[config.mk]
export PLATFORM = sky130hd
export DESIGN_NAME = bpnm_front
export DESIGN_NICKNAME = d
export VERILOG_FILES = /design/src/rtl/bpnm_pkg.sv /design/src/rtl/bpnm_front.sv
export SDC_FILE = /design/constraint.sdc
export NUM_CORES = 1
export LEC_CHECK = 0
export ABC_AREA = 1
export BUFFER_PORTS_ARGS = -buffer_cell sky130_fd_sc_hd__buf_2
export CORE_MARGIN = 2
export CORE_UTILIZATION = 46
export CTS_BUF_LIST = sky130_fd_sc_hd__clkbuf_2
export DETAILED_ROUTE_END_ITERATION = 8
export PLACE_DENSITY = 0.79
export SYNTH_ARGS = -nofsm -noshare
export SYNTH_HDL_FRONTEND = slang
export SYNTH_SLANG_ARGS = --single-unit
[constraint.sdc]
create_clock -name aclk -period 10.88 [get_ports aclk]
set_clock_uncertainty 0.15 [all_clocks]
set_input_delay 1.088 -clock aclk [delete_from_list [all_inputs] [get_ports aclk]]
set_output_delay 1.088 -clock aclk [all_outputs]
set_load 0.02 [all_outputs]
[src/rtl/bpnm_pkg.sv]
// shared types, constants and arithmetic helpers for the blend palette match block
// no dependencies; imported by every module of the block
`timescale 1ns / 1ps

package bpnm_pkg;

    localparam int PALETTE_SIZE = 256;   // entries searched, 2 to 256
    localparam int STORE_DEPTH  = 256;   // stores are always full depth
    localparam int IDX_W        = 8;
    localparam int COLOR_W      = 8;
    localparam int SUM_W        = 16;
    localparam int SQ_W         = 16;
    localparam int DIST_W       = 20;
    localparam int QUEUE_DEPTH  = 2;     // power of two
    localparam int QPTR_W       = $clog2(QUEUE_DEPTH);
    localparam int QCNT_W       = $clog2(QUEUE_DEPTH + 1);

    localparam logic [IDX_W-1:0] LAST_ENTRY = IDX_W'(PALETTE_SIZE - 1);
    localparam logic [IDX_W-1:0] IDX_ZERO   = '0;
    localparam logic [IDX_W-1:0] IDX_MAX    = '1;

    typedef enum logic [1:0] {
        OP_WR_FG   = 2'd0,
        OP_WR_BG   = 2'd1,
        OP_WR_MASK = 2'd2,
        OP_LOOKUP  = 2'd3
    } op_t;

    typedef enum logic [2:0] {
        KIND_WR_FG,
        KIND_WR_BG,
        KIND_WR_MASK,
        KIND_FIXED,
        KIND_SCAN
    } kind_t;

    typedef struct packed {
        kind_t              kind;
        logic [IDX_W-1:0]   entry_index;
        logic [COLOR_W-1:0] red;
        logic [COLOR_W-1:0] green;
        logic [COLOR_W-1:0] blue;
        logic [COLOR_W-1:0] alpha;
        logic               allowed_bit;
        logic [IDX_W-1:0]   fg_index;
        logic [IDX_W-1:0]   bg_index;
        logic [IDX_W-1:0]   fixed_index;
    } item_t;

    typedef enum logic [2:0] {
        ST_IDLE,
        ST_READ,
        ST_BLEND,
        ST_SCAN,
        ST_RESULT
    } back_state_t;

    // bg*(255-a) + fg*a, at most 65025
    function automatic logic [SUM_W-1:0] mix(input logic [COLOR_W-1:0] bgc,
                                             input logic [COLOR_W-1:0] fgc,
                                             input logic [COLOR_W-1:0] a);
        logic [SUM_W-1:0] p0;
        logic [SUM_W-1:0] p1;
        p0 = SUM_W'({8'd0, bgc} * {8'd0, ~a});
        p1 = SUM_W'({8'd0, fgc} * {8'd0, a});
        return p0 + p1;
    endfunction

    // exact floor(x / 255) for x up to 65025, the largest sum that mix returns
    function automatic logic [COLOR_W-1:0] div255(input logic [SUM_W-1:0] x);
        logic [SUM_W:0] t;
        t = {1'b0, x} + (SUM_W + 1)'(x[SUM_W-1:8]) + (SUM_W + 1)'(1);
        return COLOR_W'(t >> 8);
    endfunction

    function automatic logic [SQ_W-1:0] sq_diff(input logic [COLOR_W-1:0] x,
                                                input logic [COLOR_W-1:0] y);
        logic [COLOR_W-1:0] d;
        d = (x > y) ? (x - y) : (y - x);
        return SQ_W'({8'd0, d} * {8'd0, d});
    endfunction

endpackage

[src/rtl/bpnm_front.sv]
// front end: input register slice that decodes each word into a queue item
// uses bpnm_pkg; feeds bpnm_queue
`timescale 1ns / 1ps

module bpnm_front import bpnm_pkg::*; (
    input  logic               aclk,
    input  logic               aresetn,
    input  logic               s_valid,
    output logic               s_ready,
    input  logic [1:0]         s_op,
    input  logic [IDX_W-1:0]   s_entry_index,
    input  logic [COLOR_W-1:0] s_red,
    input  logic [COLOR_W-1:0] s_green,
    input  logic [COLOR_W-1:0] s_blue,
    input  logic [COLOR_W-1:0] s_alpha,
    input  logic               s_allowed_bit,
    input  logic [IDX_W-1:0]   s_fg_index,
    input  logic [IDX_W-1:0]   s_bg_index,
    output logic               push_valid,
    output item_t              push_item,
    input  logic               q_full
);

    logic  hold_valid_reg;
    item_t item_reg;
    item_t item_next;

    assign s_ready    = !hold_valid_reg || !q_full;
    assign push_valid = hold_valid_reg;
    assign push_item  = item_reg;

    always_comb begin
        item_next.entry_index = s_entry_index;
        item_next.red         = s_red;
        item_next.green       = s_green;
        item_next.blue        = s_blue;
        item_next.alpha       = s_alpha;
        item_next.allowed_bit = s_allowed_bit;
        item_next.fg_index    = s_fg_index;
        item_next.bg_index    = s_bg_index;
        item_next.fixed_index = IDX_ZERO;
        item_next.kind        = KIND_SCAN;
        case (op_t'(s_op))
            OP_WR_FG:   item_next.kind = KIND_WR_FG;
            OP_WR_BG:   item_next.kind = KIND_WR_BG;
            OP_WR_MASK: item_next.kind = KIND_WR_MASK;
            OP_LOOKUP: begin
                // transparent foreground wins over the reserved index
                if (s_fg_index == IDX_ZERO) begin
                    item_next.kind        = KIND_FIXED;
                    item_next.fixed_index = s_bg_index;
                end else if (s_fg_index == IDX_MAX || s_bg_index == IDX_MAX) begin
                    item_next.kind        = KIND_FIXED;
                end else begin
                    item_next.kind        = KIND_SCAN;
                end
            end
            default:    item_next.kind = KIND_SCAN;
        endcase
    end

    always_ff @(posedge aclk) begin
        if (!aresetn) begin
            hold_valid_reg <= 1'b0;
        end else if (s_ready) begin
            hold_valid_reg <= s_valid;
        end
    end

    always_ff @(posedge aclk) begin
        if (s_valid && s_ready) begin
            item_reg <= item_next;
        end
    end

endmodule

==> reports/results.txt <==
Status: finished clean
Setup Crit Path Kind: primary input to primary output
Yosys warns: 0
Diode count: 0
Worst-Margin Slew: 0.807 ns
Global route overflow: 0
Worst min path class: flop to flop
Element type at the critical path end: primary output
Max cap viols: 0
Flop pwr share: 62.3%
Initial Utilization: 48.2%
CTS sink count: 69
DRC violations left: 0
Total GRT Usage: 17.2%
Routed WL: 4.61 mm
Cell row count: 25
Max clock buf depth: 2
Clock transition at the registers of the reported paths: 0.16 ns
Number of fill cells in the layout: 384
Clock network fraction of total power: 26.4%
P&R area growth vs syn: 37.6%
Startpoint Class: primary input
Setup violators final: 0
H-tree depth: 3
Post-Synthesis Cells: 129
Logic pwr share: 11.4%
Fmax: 0.373 GHz
Synth area leader: edfxtp_1
Vias in the first global route: 1535
Psw: 122 uW
DRT iter0 DRCs: 45
FF/Latch Area: 2060 sq um
Multi-input gate area: 185 sq um
Most frequent cells in the layout: 132 x buf_2, 68 x edfxtp_1, 21 x nand2_1, 19 x inv_1, 13 x nor2_1
Post-synthesis cell type count: 11
Mapped Area: 2310 sq um
Nets@finish: 336
WL per Instance: 13.4 um
Vias: 1532
Syn nets: 192
Num CTS Buffers: 9
Reg2Reg Setup Slack: 9.22 ns
Most area-consuming cells after synthesis: edfxtp_1 89%, nand2_1 3.4%, inv_1 3.1%
Root Buffer: clkbuf_2
TritonCTS clock tree: done
Initial antenna violation count: 0
Via density: 4.44
Leak: 1.45 nW
Arrival time worst endpoint: 1.45 ns
PD cells: 158 nW/um^2
WP data required: 9.64 ns
Clk Latency, worst-skew pair: 0.44 ns
Post-route ant nets: 0
RePlAce Congestion: 0.706
Layout cell share with drive strength beyond 1: 54.3%
Commonest non-fill, non-tap cell in the layout: buf_2
Die Area: 5600 sq um
CTS resizes: 0
Slew margin rel.: 46.2%
Top-area cell type share of the netlist area: 88.5%
P_int: 381 uW
Die height: 74.8 um
Post-layout util: 66.3%
Sequential element share of the synthesized area: 89.4%
RSZ-0062 raised after global routing: false
Largest net degree at the start of global routing: 69
Die width: 74.8 um
Drt first pass iters: 4
Peak supply drop: 0.0848 mV
Port Buffer Count: 132
Sw Ratio: 24.3%
Fin. Hold Viols: 0
Setup TNS: 0 ns
Count of pins over their slew limit: 0
Avg Cell Area, Syn: 17.9 sq um
First-pass GRT wire length: 6.86 mm
CP Max Fanout: 2
Post-DP HPWL: 3.55 mm
FF+latch count, synth: 69
Final period util: 24.7%
Core box area: 4790 sq um
Final Critical Period: 2.68 ns
Hold-fix buffers, CTS: 0
Post-CTS setup buffers: 0
IO Count: 133
[layout make-up]
class                           count  share of cell area, %
Sequential cell                    69                   65.0
Clock inverter                      6                   1.69
Tap cell                           67                   2.64
Multi-Input combinational cell     41                   5.83
Inverter                           19                   2.25
Clock buffer                       10                   1.58
Timing Repair Buffer              133                   21.0
[through the flow]
step / area (sq um) / hold WS (ns) / std cells / setup slack (ns) / total power [mW]
2_1_floorplan: 2310 / 0.573 / 129 / 5.79 / 0.350
3_3_place_gp: 3070 / 0.373 / 329 / 8.21 / 0.375
3_5_place_dp: 3070 / 0.377 / 329 / 8.19 / 0.378
4_1_cts: 3170 / 0.397 / 345 / 8.19 / 0.509
5_1_grt: 3170 / 0.421 / 345 / 8.18 / 0.522
6_report: 3170 / 0.397 / 345 / 8.20 / 0.503
[final timing paths]
kind               from            end  cells past startpoint
min          push_valid     push_valid                      2
max              q_full        s_ready                      3
max reg2reg  push_valid  push_item[65]                      2
min reg2reg  push_valid     push_valid                      2
[logic make-up (layout without fill, tap and decap cells)]
kind of cell | after synthesis | count (layout) | share of synthesized area, %
buf+inv | 19 | 168 | 3.09
flops | 69 | 69 | 89.4
compound gates | 2 | 2 | 0.542
simple gates | 39 | 39 | 7.00
[synthesized netlist by cell type]
library cell / number
edfxtp_1: 68
nand2_1: 21
inv_1: 19
nor2_1: 13
nor2_2: 2
a21boi_0: 1
a21oi_1: 1
dfxtp_1: 1
nand3_1: 1
nand3_2: 1
or2_2: 1
[critical path, cell delays in order]
cell and delay (ns):
buf_2 0.12, nand2_1 0.07, buf_2 0.16
[layer usage]
| layer | track usage [%] | part of all wire (%) | vias to the layer above |
|---|---|---|---|
| li1 | - | - | 737 |
| met3 | 6.69 | 13 | 8 |
| met5 | 0 | 0 | - |
| met2 | 29.9 | 51 | 100 |
| met1 | 17.8 | 35 | 687 |
| met4 | 9.52 | 1.6 | 0 |
[power groups by stage]
stage | logic (mW) | clock network, mW | registers [mW]
after floorplan | 0.00846 | 0 | 0.341
after global placement | 0.0563 | 0 | 0.319
after detailed placement | 0.0580 | 0 | 0.320
after CTS | 0.0580 | 0.138 | 0.314
after global routing | 0.0625 | 0.144 | 0.315
final | 0.0571 | 0.133 | 0.313
[state kept, by name, summed over array words and instances, names as in the netlist]
register / count
push_item: 68
push_valid: 1
Power figures use the tool's default switching activity.
