File: config.mk
export PLATFORM = sky130hd
export DESIGN_NAME = bpnm_queue
export DESIGN_NICKNAME = d
export VERILOG_FILES = /design/src/rtl/bpnm_pkg.sv /design/src/rtl/bpnm_queue.sv
export SDC_FILE = /design/constraint.sdc
export NUM_CORES = 1
export LEC_CHECK = 0
export CORE_MARGIN = 4
export CORE_UTILIZATION = 40
export CTS_BUF_LIST = sky130_fd_sc_hd__clkbuf_4
export DETAILED_ROUTE_END_ITERATION = 8
export DONT_BUFFER_PORTS = 1
export HOLD_SLACK_MARGIN = 0.15
export SLEW_MARGIN = 15
export SYNTH_ARGS = -nofsm -noshare
export SYNTH_HDL_FRONTEND = slang
export SYNTH_SLANG_ARGS = --single-unit
File: constraint.sdc
create_clock -name aclk -period 3.6 [get_ports aclk]
set_input_delay 0.72 -clock aclk [delete_from_list [all_inputs] [get_ports aclk]]
set_output_delay 0.72 -clock aclk [all_outputs]
set_load 0.005 [all_outputs]
File: src/rtl/bpnm_pkg.sv
// shared types, constants and arithmetic helpers for the blend palette match block
// no dependencies; imported by every module of the block
`timescale 1ns / 1ps

package bpnm_pkg;

    localparam int PALETTE_SIZE = 256;   // entries searched, 2 to 256
    localparam int STORE_DEPTH  = 256;   // stores are always full depth
    localparam int IDX_W        = 8;
    localparam int COLOR_W      = 8;
    localparam int SUM_W        = 16;
    localparam int SQ_W         = 16;
    localparam int DIST_W       = 20;
    localparam int QUEUE_DEPTH  = 2;     // power of two
    localparam int QPTR_W       = $clog2(QUEUE_DEPTH);
    localparam int QCNT_W       = $clog2(QUEUE_DEPTH + 1);

    localparam logic [IDX_W-1:0] LAST_ENTRY = IDX_W'(PALETTE_SIZE - 1);
    localparam logic [IDX_W-1:0] IDX_ZERO   = '0;
    localparam logic [IDX_W-1:0] IDX_MAX    = '1;

    typedef enum logic [1:0] {
        OP_WR_FG   = 2'd0,
        OP_WR_BG   = 2'd1,
        OP_WR_MASK = 2'd2,
        OP_LOOKUP  = 2'd3
    } op_t;

    typedef enum logic [2:0] {
        KIND_WR_FG,
        KIND_WR_BG,
        KIND_WR_MASK,
        KIND_FIXED,
        KIND_SCAN
    } kind_t;

    typedef struct packed {
        kind_t              kind;
        logic [IDX_W-1:0]   entry_index;
        logic [COLOR_W-1:0] red;
        logic [COLOR_W-1:0] green;
        logic [COLOR_W-1:0] blue;
        logic [COLOR_W-1:0] alpha;
        logic               allowed_bit;
        logic [IDX_W-1:0]   fg_index;
        logic [IDX_W-1:0]   bg_index;
        logic [IDX_W-1:0]   fixed_index;
    } item_t;

    typedef enum logic [2:0] {
        ST_IDLE,
        ST_READ,
        ST_BLEND,
        ST_SCAN,
        ST_RESULT
    } back_state_t;

    // bg*(255-a) + fg*a, at most 65025
    function automatic logic [SUM_W-1:0] mix(input logic [COLOR_W-1:0] bgc,
                                             input logic [COLOR_W-1:0] fgc,
                                             input logic [COLOR_W-1:0] a);
        logic [SUM_W-1:0] p0;
        logic [SUM_W-1:0] p1;
        p0 = SUM_W'({8'd0, bgc} * {8'd0, ~a});
        p1 = SUM_W'({8'd0, fgc} * {8'd0, a});
        return p0 + p1;
    endfunction

    // exact floor(x / 255) for x up to 65025, the largest sum that mix returns
    function automatic logic [COLOR_W-1:0] div255(input logic [SUM_W-1:0] x);
        logic [SUM_W:0] t;
        t = {1'b0, x} + (SUM_W + 1)'(x[SUM_W-1:8]) + (SUM_W + 1)'(1);
        return COLOR_W'(t >> 8);
    endfunction

    function automatic logic [SQ_W-1:0] sq_diff(input logic [COLOR_W-1:0] x,
                                                input logic [COLOR_W-1:0] y);
        logic [COLOR_W-1:0] d;
        d = (x > y) ? (x - y) : (y - x);
        return SQ_W'({8'd0, d} * {8'd0, d});
    endfunction

endpackage

File: src/rtl/bpnm_queue.sv
// short fifo of decoded items between front and back
// uses bpnm_pkg
`timescale 1ns / 1ps

module bpnm_queue import bpnm_pkg::*; (
    input  logic  aclk,
    input  logic  aresetn,
    input  logic  push_valid,
    input  item_t push_item,
    output logic  q_full,
    input  logic  q_pop,
    output logic  q_empty,
    output item_t q_head
);

    item_t              slot_reg [QUEUE_DEPTH];
    logic [QPTR_W-1:0]  wr_ptr_reg;
    logic [QPTR_W-1:0]  rd_ptr_reg;
    logic [QCNT_W-1:0]  count_reg;
    logic               push;

    assign q_full  = (count_reg == QCNT_W'(QUEUE_DEPTH));
    assign q_empty = (count_reg == '0);
    assign push    = push_valid && !q_full;
    assign q_head  = slot_reg[rd_ptr_reg];

    always_ff @(posedge aclk) begin
        if (push) begin
            slot_reg[wr_ptr_reg] <= push_item;
        end
    end

    always_ff @(posedge aclk) begin
        if (!aresetn) begin
            wr_ptr_reg <= '0;
            rd_ptr_reg <= '0;
            count_reg  <= '0;
        end else begin
            if (push) begin
                wr_ptr_reg <= wr_ptr_reg + QPTR_W'(1);
            end
            if (q_pop) begin
                rd_ptr_reg <= rd_ptr_reg + QPTR_W'(1);
            end
            if (push && !q_pop) begin
                count_reg <= count_reg + QCNT_W'(1);
            end else if (!push && q_pop) begin
                count_reg <= count_reg - QCNT_W'(1);
            end
        end
    end

endmodule

==> flow_summary.toml, run 1 <==
[run]
cap_violations = 0

[clock_tree]
cts_setup_buffers = 0
hold_buffers = 0
htree_levels = 4
path_clk_slew_ns = 0.11
cts_tree = "built"
ctsResizeCount = 0
cts_buffers = 17
ctsRootBufferMaster = "clkbuf_4"
clkSinkCount = 141
clk_latency_ns = 0.53
cts.path.max_buffers = 2

[floorplan]
die_width_um = 122
coreArea_um2 = 12700
initial_core_util = 0.411
io_pins = 142
die-area_um2 = 15000
fp-row-count = 41
dieHeight_um = 122

[worst_setup_path]
reg2reg_slack_ns = 1.78
path_delay_family = "flip-flops"
required_ns = 2.88
crit_slowest_cell = "dfxtp_4"
cp_max_fo = 68
max_stage_delay_ns = 1.02
critical_path_class = "reg -> out"
critPathCapture = "q_head[24]"
path_buf_inv = 0
cp_num_cells = 1
reg2reg_from = "count_reg[0]$_SDFFE_PN0P_"
path_cells = "mux2_2"
endpoint_kind = "output port"
rr_endpoint = "slot_reg[1][37]$_DFFE_PP_"
worst_setup_path_start_kind = "flip-flop"
reg2reg_depth = 2
critPathArrivalTime_ns = 2.08

[synthesis]
netlist-cell-type-count = 21
synth.avg_cell_area_um2 = 22.1
yosys_register_bits = 141
synth_fp_nets = 310
yosysSeqAreaShare = 0.800
synthCells = 237
ys_warn_count = 0
synthesis.area_um2 = 5230

[place]
placedCellCount = 403
place_congestion = 0.648
dpl.hpwl_mm = 5.17
port_buffers = 0

[power]
power.density_nw_per_um2 = 623
ir_drop_mv = 0.343
p_leak_uw = 0.00190

[timing]
fin_crit_ns = 2.80
whs_ns = 0.279
finClkSkew_ns = 0.0132
tns_ns = 0
final.period_utilization = 0.777
tightest_slew_ns = 1.04
fmax_mhz = 357
relSlewSlack = 0.309
hold_viol_final = 0
finalMaxSlewViolations = 0
rsz0062_at_grt = "false"
setup_violations = 0

[global_route]
antenna_found_initial = 0
grt_pass1_wl_mm = 12.4
grt_start_max_net_pins = 69
grt_usage = 0.118
overflow = 0
grt_pass1_vias = 2295

[routing]
wl_per_cell_um = 19.0
vias_per_cell = 4.92
drtPass1Iterations = 4
drc = 0
num_vias = 2136
final_antenna_net_count = 0
routed_wl_mm = 8.26
drt_iter0_markers = 97

[outcome]
status = "finished clean"

[final_layout]
synthToLayoutAreaGrowth_pct = 10.0
fin_util = 0.452
diodes = 0
mostFrequentLayoutCells = "edfxtp_1, mux2_2, mux2_4"
largest_reg_flops = 136
layout-drive-gt1-share = 0.385
finalNetCount = 323
layout.cells.non_filler = 434
final_common_cell = "edfxtp_1"

[hold_path]
hold_class = "in -> reg"
hold_depth = 0
worstHoldStart = "push_item[21]"
kinds of logic (layout without fill, tap and decap cells):
kind of cell    Yosys count  after routing  share of synthesized area
flops                   141            141                      0.800
mux                      68             68                      0.161
buf+inv                  11             36                     0.0160
simple gates              9              9                     0.0105
compound gates            4              4                    0.00526
xor+xnor                  3              3                    0.00502
fa+ha+maj                 1              1                    0.00239
power by group:
group / internal, uW / switching, uW
Clock: 677 / 528
Sequential: 1990 / 69.4
Combinational: 153 / 170
worst min path at each step:
stage / end
after global placement: count_reg[1]$_SDFFE_PN0P_
after CTS: slot_reg[0][65]$_DFFE_PP_
after detailed placement: count_reg[1]$_SDFFE_PN0P_
final: slot_reg[0][21]$_DFFE_PP_
after floorplan: count_reg[1]$_SDFFE_PN0P_
after global routing: slot_reg[0][64]$_DFFE_PP_
layer usage:
metal / global-route usage / up-vias / share of wire
li1: - / 958 / -
met3: 0.0912 / 14 / 0.16
met1: 0.113 / 1054 / 0.34
met2: 0.185 / 110 / 0.48
met5: 0 / - / 0
met4: 0.0546 / 0 / 0.017
cell usage after synthesis:
cell,instances,area [um2]
o21a_1,1,7.51
dfxtp_1,5,100
xor2_1,2,17.5
and2_1,3,18.8
and3_1,1,6.26
inv_1,3,11.3
edfxtp_1,136,4080
ha_1,1,12.5
nor2_1,2,7.51
buf_6,2,22.5
nor3_2,1,10.0
or3_1,1,6.26
xnor2_1,1,8.76
a21boi_1,1,7.51
mux2_4,20,300
a21boi_0,1,7.51
o21ai_0,1,5.00
mux2_2,48,541
nand2b_1,1,6.26
buf_2,4,20.0
buf_8,2,30.0
through the flow:
step                worst slack [ns]  power, uW  instance area, um2
CTS                            0.697       3650                5750
global placement                1.35       2430                5400
finish                         0.802       3580                5750
global route                   0.639       3770                5750
detailed placement              1.33       2440                5400
floorplan                      0.719       2360                5240
cell type report:
| type | count | area [um2] |
|---|---|---|
| fill | 1140 | 6970 |
| sequential | 141 | 4190 |
| multi-input combinational | 85 | 973 |
| clock inverter | 14 | 224 |
| tap | 172 | 215 |
| clock buffer | 17 | 128 |
| timing repair buffer | 2 | 15.0 |
| inverter | 3 | 11.3 |
(Power assumes the default switching activity.)
==> inputs of run 2 (changes only) <==
clock period = 2.9 ns   (was 3.6 ns; I/O delays follow)
==> run 2 against run 1 <==
Design area grew 12%. Flip-flop and latch count unchanged. Cell count up 16%. Combinational power is 62% higher. Die area is the same. Clock skew fell by 0.0045 ns. Largest cell class unchanged. Highest routed layer unchanged.
==> flow_summary.toml, run 2 (synthesis results as in run 1) <==
[worst_setup_path]
required_ns = 2.32
endpoint_kind = "output port"
worst_setup_path_start_kind = "flip-flop"
cp_max_fo = 39
reg2reg_slack_ns = 1.14
critPathArrivalTime_ns = 1.94
reg2reg_from = "count_reg[0]$_SDFFE_PN0P_"
critical_path_class = "reg -> out"

[timing]
fmax_mhz = 396
tightest_slew_ns = 0.502
fin_crit_ns = 2.52
final.period_utilization = 0.870
rsz0062_at_grt = "false"
finalMaxSlewViolations = 0
tns_ns = 0
relSlewSlack = 0.665
finClkSkew_ns = 0.00879
hold_viol_final = 0
setup_violations = 0

[clock_tree]
cts.path.max_buffers = 2
clkSinkCount = 141
path_clk_slew_ns = 0.11
cts_tree = "built"
cts_buffers = 17
cts_setup_buffers = 0
clk_latency_ns = 0.52
ctsRootBufferMaster = "clkbuf_4"
htree_levels = 4

[final_layout]
largest_reg_flops = 136
seq_area_um2 = 4190
fillers = 1074
synthToLayoutAreaGrowth_pct = 23.2
layout-drive-gt1-share = 0.309
diodes = 0
fin_util = 0.506
finalNetCount = 394
final_common_cell = "edfxtp_1"
fin_area_um2 = 6440
multi_input_area_um2 = 973
mostFrequentLayoutCells = "edfxtp_1, dlygate4sd3_1, mux2_2"

[power]
comb_power_share = 0.119
p_leak_uw = 0.00218
pwr-share-clk = 0.302
power.density_nw_per_um2 = 680
ir_drop_mv = 0.434
p_sw_frac = 0.223
power.share.sequential = 0.578
p_int_uw = 3400
p_sw_uw = 978

[hold_path]
worstHoldStart = "q_pop"
hold_class = "in -> reg"

[global_route]
grt_usage = 0.124
grt_pass1_vias = 2670
grt_start_max_net_pins = 40
overflow = 0
grt_pass1_wl_mm = 13.5
antenna_found_initial = 0

[floorplan]
die_width_um = 122
initial_core_util = 0.411
fp-row-count = 41
die-area_um2 = 15000
dieHeight_um = 122
io_pins = 142
coreArea_um2 = 12700

[routing]
drtPass1Iterations = 4
drt_iter0_markers = 112
drc = 0
num_vias = 2397
wl_per_cell_um = 17.5
vias_per_cell = 4.75
routed_wl_mm = 8.85
final_antenna_net_count = 0

[place]
place_congestion = 0.641
dpl.hpwl_mm = 5.53
place_area_um2 = 5440
port_buffers = 0

[run]
cap_violations = 0

[outcome]
status = "finished clean"
==> run 2: cell count changes in the layout (fill, tap and decap cells not counted) <==
cell,change
buf_12,+2
bufinv_16,-2
clkbuf_4,+1
clkinv_2,-1
clkinvlp_4,+2
dlygate4sd3_1,+69
==> run 2: critical path: stages (launching register included) <==
cell	delay (ns)
dfxtp_4	0.69
buf_12	0.30
mux2_2	0.39
==> run 2: cell type report <==
cell class | count | share of cell area
Sequential cell | 141 | 0.650
Multi-Input combinational cell | 85 | 0.151
Timing Repair Buffer | 73 | 0.116
Tap cell | 172 | 0.0334
Clock inverter | 13 | 0.0270
Clock buffer | 18 | 0.0210
Inverter | 3 | 0.00175
==> run 2: layer usage <==
metal / global-route usage / part of all wire
met5: 0 / 0
met3: 0.0719 / 0.11
met4: 0.0616 / 0.021
met2: 0.203 / 0.50
met1: 0.128 / 0.37
==> run 2: power groups by stage <==
stage | combinational [uW] | sequential [uW] | clock, uW
2_1_floorplan | 369 | 2560 | 0
3_3_place_gp | 445 | 2580 | 0
3_5_place_dp | 450 | 2590 | 0
4_1_cts | 540 | 2540 | 1380
5_1_grt | 577 | 2560 | 1480
6_report | 523 | 2530 | 1320
==> run 2: stage by stage <==
stage / std cells / power, uW / hold WS, ns / worst slack, ns
floorplan: 237 / 2930 / 0.471 / 0.159
global placement: 405 / 3020 / 0.484 / 0.915
detailed placement: 405 / 3040 / 0.517 / 0.902
finish: 505 / 4380 / 0.277 / 0.378
CTS: 505 / 4460 / 0.203 / 0.270
global route: 505 / 4610 / 0.195 / 0.210
==> run 2: worst paths after layout <==
| check | depth (start not counted) | to |
|---|---|---|
| max | 2 | q_head[13] |
| max reg2reg | 3 | slot_reg[1][14]$_DFFE_PP_ |
| min reg2reg | 2 | count_reg[1]$_SDFFE_PN0P_ |
| min | 2 | flip-flop |
==> run 2: what timing repair did <==
action                                 4_1_cts  5_1_grt
gates resized for setup                      0        0
setup endpoints to repair                    0        0
endpoints found under the hold margin      141        0
hold buffers                                69        0
